## src/rtl/core/assert_macros.svh

```systemverilog
// Assertion macros shared by the sampler RTL.
// Depends on nothing; define ASSERT_OFF to drop all checks.
`ifndef ASSERT_MACROS_SVH
`define ASSERT_MACROS_SVH
`ifndef ASSERT_OFF
`define ASSERT_IMPLIES(label, clk, rst_n, pre, post) \
    label: assert property (@(posedge clk) disable iff (!rst_n) (pre) |-> (post)) \
        else $error("assertion failed");
`define ASSERT_NEXT(label, clk, rst_n, pre, post) \
    label: assert property (@(posedge clk) disable iff (!rst_n) (pre) |=> (post)) \
        else $error("assertion failed");
`else
`define ASSERT_IMPLIES(label, clk, rst_n, pre, post)
`define ASSERT_NEXT(label, clk, rst_n, pre, post)
`endif
`endif

```

## src/rtl/core/stws_pkg.sv

```systemverilog
// Types and constants of the weighted sampler.
// Depends on nothing.
package stws_pkg;
    localparam int unsigned LEAF_W  = 10;
    localparam int unsigned TOTAL_W = 42;
    localparam int unsigned FRAC_W  = 32;

    typedef enum logic [1:0] {
        OP_SET   = 2'd0,
        OP_DRAW  = 2'd1,
        OP_CLEAR = 2'd2,
        OP_NOP   = 2'd3
    } t_opcode;

    typedef enum logic [2:0] {
        ST_IDLE,
        ST_CLEAR,
        ST_MUL,
        ST_LAUNCH,
        ST_WALK,
        ST_OUT
    } t_state;

    // token that travels along the chain of level cells
    typedef struct packed {
        logic                valid;
        logic [LEAF_W-1:0]   path;
        logic [TOTAL_W-1:0]  value;
    } t_token;
endpackage

```

## src/rtl/core/stws_level.sv

```systemverilog
// One tree level cell: node sums of one level, a leaf-to-root step for set
// and a root-to-leaf step for draw.
// Depends on stws_pkg and assert_macros.svh.
`include "assert_macros.svh"
module stws_level #(
    parameter int unsigned LEVEL = 1,
    parameter int unsigned DEPTH = 10
) (
    input  logic             i_clk,
    input  logic             i_rst_n,
    input  logic             i_clr,
    input  logic [DEPTH-1:0] i_clr_addr,
    input  stws_pkg::t_token i_up,
    output stws_pkg::t_token o_up,
    input  stws_pkg::t_token i_dn,
    output stws_pkg::t_token o_dn
);
    localparam int unsigned AW = LEVEL;
    localparam int unsigned NN = 1 << LEVEL;
    localparam int unsigned LW = stws_pkg::LEAF_W;

    logic [stws_pkg::TOTAL_W-1:0] mem [NN];
    logic [stws_pkg::TOTAL_W-1:0] r_rd;
    stws_pkg::t_token             r_up;
    stws_pkg::t_token             r_dn;
    logic [AW-1:0]                w_raddr;

    // read the sibling for set, the left child for draw
    always_comb begin
        if (i_up.valid) begin
            w_raddr = i_up.path[AW-1:0] ^ AW'(1);
        end else begin
            w_raddr = AW'({i_dn.path, 1'b0});
        end
    end

    always_ff @(posedge i_clk) begin
        if (i_clr) begin
            mem[i_clr_addr[AW-1:0]] <= '0;
        end else if (i_up.valid) begin
            mem[i_up.path[AW-1:0]] <= i_up.value;
        end
        r_rd <= mem[w_raddr];
    end

    always_ff @(posedge i_clk) begin
        if (!i_rst_n) begin
            r_up.valid <= 1'b0;
            r_dn.valid <= 1'b0;
        end else begin
            r_up.valid <= i_up.valid;
            r_dn.valid <= i_dn.valid;
        end
        r_up.path  <= i_up.path;
        r_up.value <= i_up.value;
        r_dn.path  <= i_dn.path;
        r_dn.value <= i_dn.value;
    end

    // advance set to the parent, draw to the chosen child
    always_comb begin
        o_up.valid = r_up.valid;
        o_up.path  = r_up.path >> 1;
        o_up.value = r_up.value + r_rd;
        o_dn.valid = r_dn.valid;
        if (r_dn.value <= r_rd) begin
            o_dn.path  = {r_dn.path[LW-2:0], 1'b0};
            o_dn.value = r_dn.value;
        end else begin
            o_dn.path  = {r_dn.path[LW-2:0], 1'b1};
            o_dn.value = r_dn.value - r_rd;
        end
    end

    `ASSERT_IMPLIES(a_lvl_one_dir, i_clk, i_rst_n, i_up.valid, !i_dn.valid)
    `ASSERT_IMPLIES(a_lvl_clr, i_clk, i_rst_n, i_clr, !i_up.valid && !i_dn.valid)
    `ASSERT_NEXT(a_lvl_up, i_clk, i_rst_n, i_up.valid, o_up.valid)
    `ASSERT_NEXT(a_lvl_dn, i_clk, i_rst_n, i_dn.valid, o_dn.valid)
endmodule

```

## config.mk

```make
export PLATFORM = sky130hd
export DESIGN_NAME = stws_level
export DESIGN_NICKNAME = d
export VERILOG_FILES = /design/src/rtl/core/stws_pkg.sv /design/src/rtl/core/stws_level.sv
export VERILOG_INCLUDE_DIRS = /design/src /design/src/rtl/core
export SDC_FILE = /design/constraint.sdc
export NUM_CORES = 1
export LEC_CHECK = 0
export BUFFER_PORTS_ARGS = -buffer_cell sky130_fd_sc_hd__buf_4
export CAP_MARGIN = 10
export CORE_UTILIZATION = 39
export CTS_CLUSTER_DIAMETER = 150
export DETAILED_ROUTE_END_ITERATION = 8
export GPL_TIMING_DRIVEN = 0
export PLACE_DENSITY_LB_ADDON = 0.25
export RECOVER_POWER = 50
export SLEW_MARGIN = 20
export SYNTH_ARGS = -nofsm -noshare
export SYNTH_HDL_FRONTEND = slang
export SYNTH_SLANG_ARGS = --single-unit
```

## constraint.sdc

```tcl
create_clock -name i_clk -period 4 [get_ports i_clk]
set_input_delay 0.6 -clock i_clk [delete_from_list [all_inputs] [get_ports i_clk]]
set_output_delay 0.6 -clock i_clk [all_outputs]
set_load 0.02 [all_outputs]
```

* Word-level counts from Yosys, hierarchy flattened
Memories as Yosys holds them, arrays and structs flattened. A register that Yosys moved wholly into a read port is not among the register bits.
Cells that the tools add are included.
** Word-level totals
- Input port bits :: 119
- Logic and storage cells :: 22
- Memories :: 1
- RAM bits :: 84
- Output and inout bits :: 106
- Bits in registers :: 105
** Cells by class
- Reduce and logical (&&, ||, !) cells :: 1
- $add $sub $neg :: 2
- Muxes and demuxes :: 10
- Magnitude comparators :: 1
- Bitwise logic cells :: 1
** Memory list
- mem :: words 2, bits a word 42, rd ports 1, clocked after memory_dff 1, write ports 1, line stws_level.sv:22 : logic [stws_pkg::TOTAL_W-1:0] mem [NN];
** Operators by type and width (number)
- $mux W43 :: 1
- $add A42 B42 Y42 :: 1
- $le A42 B42 Y1 :: 1
- $mux W42 :: 1
- $reduce_or A42 Y1 :: 1
- $sub A42 B42 Y42 :: 1
- $mux W1 :: 8
- $not A1 Y1 :: 1

* Longest topological paths before layout
- Depth after elaboration :: 5
- Depth in mapped cells :: 13

* Worst setup path after synthesis
OpenSTA, ideal clock, no wires.
- Path kind :: input-to-reg
- Start point :: in i_up[52] (netlist name)
- End point :: mem mem[1][0] (netlist name) (enable)
- Path buffers :: 0
- Stages :: 2
- Slack :: -0.116 ns
- Arrival time :: 3.617 ns
- Path through :: nand2_1 -> o21ai_0
** Between the ends
- Cells in the longest elaborated chain, start to end :: 5
- Elaborated cells on any way between the ends :: 6
** Ends and longest elaborated chain
- from (decl) :: line stws_level.sv:13 : input stws_pkg::t_token i_up,
- $mux W1 (*) :: line stws_level.sv:40 : end else if (i_up.valid) begin
- $mux W1 (*) :: line stws_level.sv:38 : if (i_clr) begin
- $mux W1 (implied by the code) (*) :: line stws_level.sv:41 : mem[i_up.path[AW-1:0]] <= i_up.value;
- $reduce_or A42 Y1 (no line)
- $mux W1 (no line)
- to (decl) :: line stws_level.sv:22
Every way passes the cells marked *; elsewhere a longest branch is shown, timed or not.

==> results.cfg <==
[outcome]
status = finished, violations left
violations = max-capacitance violations, max-slew violations, negative setup slack

[sta]
tightest_slew_ns = 1.51
max_freq_ghz = 0.245
rsz0062_at_grt = yes
fin_crit_sh_pct = 102
setup_violations = 8
final.setup.worst_slack_ns = -0.0801
clock_skew_ns = 0.00915
hold_viol_final = 0
drv_slew = 22
slew_headroom_pct = -0.797
fin_crit_ns = 4.08

[synthesis]
synth_edf_count = 84
synth_cell_types = 72
synthFlopType = dfxtp_1
synth_cells = 1136
synth_commonest_cells = dfxtp_1, a21oi_1, edfxtp_1
synthesis.nets = 1340
synth_seq_cells = 230
yosysSeqAreaShare_pct = 46.2
avgSynthCellArea_um2 = 10.4
yosysTopAreaCell = dfxtp_1
ys_warn_count = 0
synthArstFlopShare_pct = 0
netlist_top_cells_area = dfxtp_1, edfxtp_1, ha_1
yosys.area.top_type_share_pct = 24.8
syn_area_um2 = 11800
yosys.cell_count.top_type = dfxtp_1

[hold_path]
holdPathStages = 1
hold_path_class = in2reg

[drt]
vias_per_cell = 5.16
drc = 0
wl_per_cell_um = 17.8
routed_wl_mm = 32.4
dr.first_iter.drc_count = 488
first_pass_iters = 5
ant_nets = 0
vias = 9401

[cells_and_area]
area_growth_pct = 38.2
antenna_cells = 0
fin_area_um2 = 16300
drive_gt1_share_pct = 36.2
finalNetCount = 1618

[floorplan]
core_area_um2 = 29700
die_height_um = 176
die_w_um = 176
die-area_um2 = 30900
start_util_pct = 39.7
num_io_pins = 225
rows = 63

[critical_path]
cp_max_fo = 3
arrival_ns = 3.48
cp.required_ns = 3.40
startpoint_type = flop
crit_type = reg2out
crit_path_end_kind = primary output
worst_r2r_path_depth = 1

[global_routing]
overflow = 0
grt_pass1_wl_mm = 48.6
grt_max_degree = 22
grt_pass1_vias = 9145
antenna_found_initial = 0
grt.total_usage_pct = 20.1

[clocking]
cts_root_buffer = clkbuf_16
clock-sinks = 230
clk_pin_slew_worst_paths_ns = 0.06
clock_latency_ns = 0.52
clk_path_buf_depth = 3
tritoncts = built
htreeDepth = 1
cts_buffers = 24

[pwr]
power.share.clock_pct = 29.4
p_leak_nw = 6.76
seq_power_share_pct = 33.0
irDropWorstVdd_mv = 0.316
p_switching_mw = 2.67
switching_share_pct = 32.4
pwr-share-comb_pct = 37.6
total_power_mw = 8.25
power.density_nw_per_um2 = 507
p_int_mw = 5.58

[placement]
placed_area_um2 = 14000
gp_congestion = 0.891
port_buffers = 213
place_hpwl_mm = 23.8

[run]
max_cap_violations = 1
-- worst paths after layout --
kind	start	to	slack [ns]
worst min-delay path	i_up[44]	o_up[43]$_DFF_P_	0.19
worst min register to register	mem[0][32]$_DFFE_PP_	r_rd[32]$_DFF_P_	0.47
worst max register to register	mem[1][2]$_DFFE_PP_	r_rd[2]$_DFF_P_	3.23
worst max-delay path	r_rd[1]$_DFF_P_	o_up[40]	-0.08
-- cells in the final DEF (no fill, tap or decap), types with 46 or more instances in the layout --
master and instances:
mux2_2 46, xnor2_1 49, ha_1 46, inv_1 61, a21oi_1 79, clkbuf_1 52, dfxtp_1 129, buf_4 129
clkbuf_4 88, nand2_1 64, edfxtp_1 84, nor2_1 50
-- power groups by stage --
stage	clock, mW	combinational, mW	sequential [mW]
3_3_place_gp	0	2.53	2.76
2_1_floorplan	0	1.67	2.72
4_1_cts	2.49	2.88	2.71
5_1_grt	2.58	3.33	2.74
6_report	2.43	3.10	2.72
3_5_place_dp	0	2.57	2.75
-- registers in the layout, indices dropped and copies added, names as in the netlist --
signal / count
r_rd: 42
o_up: 10
r_up: 42
r_dn: 51
o_dn: 1
mem: 84
-- critical path: stages, from the launching register on --
cell	delay (ns)
dfxtp_4	0.38
inv_2	0.08
fa_2	0.43
nor2b_4	0.17
o31ai_4	0.10
a211oi_4	0.26
buf_4	0.17
a2111oi_4	0.05
o211ai_2	0.29
a31oi_4	0.13
buf_12	0.15
o31ai_4	0.27
a31oi_2	0.14
xnor2_1	0.17
buf_4	0.17
-- repair_timing --
action	4_1_cts	5_1_grt
buffers inserted	37	21
hold buffers	0	0
cloned	0	2
gates resized for setup	150	123
pin swaps	40	73
endpoints found under the setup margin	62	56
-- layout make-up --
class	instances	area (um2)
buffer	39	317
clock buffer	32	703
clock inverter	12	175
fill	2600	13400
inverter	68	255
multi-input combinational	775	6730
sequential	230	5470
tap	390	488
timing repair buffer	276	2150
-- logic make-up after synthesis --
kind of cell / after synthesis / share of synthesized area (%)
adder cells (fa/ha/maj): 85 / 9.15
buffers and inverters: 131 / 5.04
XOR/XNOR: 74 / 5.50
AND/OR/NAND/NOR: 265 / 11.5
other: 1 / 0.0318
multiplexers: 78 / 7.42
AO/OA/AOI/OAI: 272 / 15.2
flip-flops: 230 / 46.2
-- per-stage QoR --
step / cells / util [%] / TNS [ns] / hold WS, ns / worst slack (ns)
3_5_place_dp: 1743 / 47.1 / -2.14 / 0.456 / -0.158
3_3_place_gp: 1739 / 46.7 / -94.02 / 0.449 / -1.76
4_1_cts: 1809 / 52.9 / -0.344 / 0.143 / -0.0576
6_report: 1822 / 54.8 / -0.406 / 0.192 / -0.0801
2_1_floorplan: 1136 / - / 0 / 0.448 / 0.307
5_1_grt: 1822 / 54.8 / -3.11 / 0.168 / -0.206
-- metal layers --
metal | vias up | wire length [um] | track usage, %
li1 | 4603 | - | -
met1 | 4512 | 14800 | 27.2
met2 | 242 | 15300 | 33.5
met3 | 44 | 1450 | 2.77
met4 | 0 | 870 | 5.14
met5 | - | 0 | 0
Power figures use the tool's default switching activity.
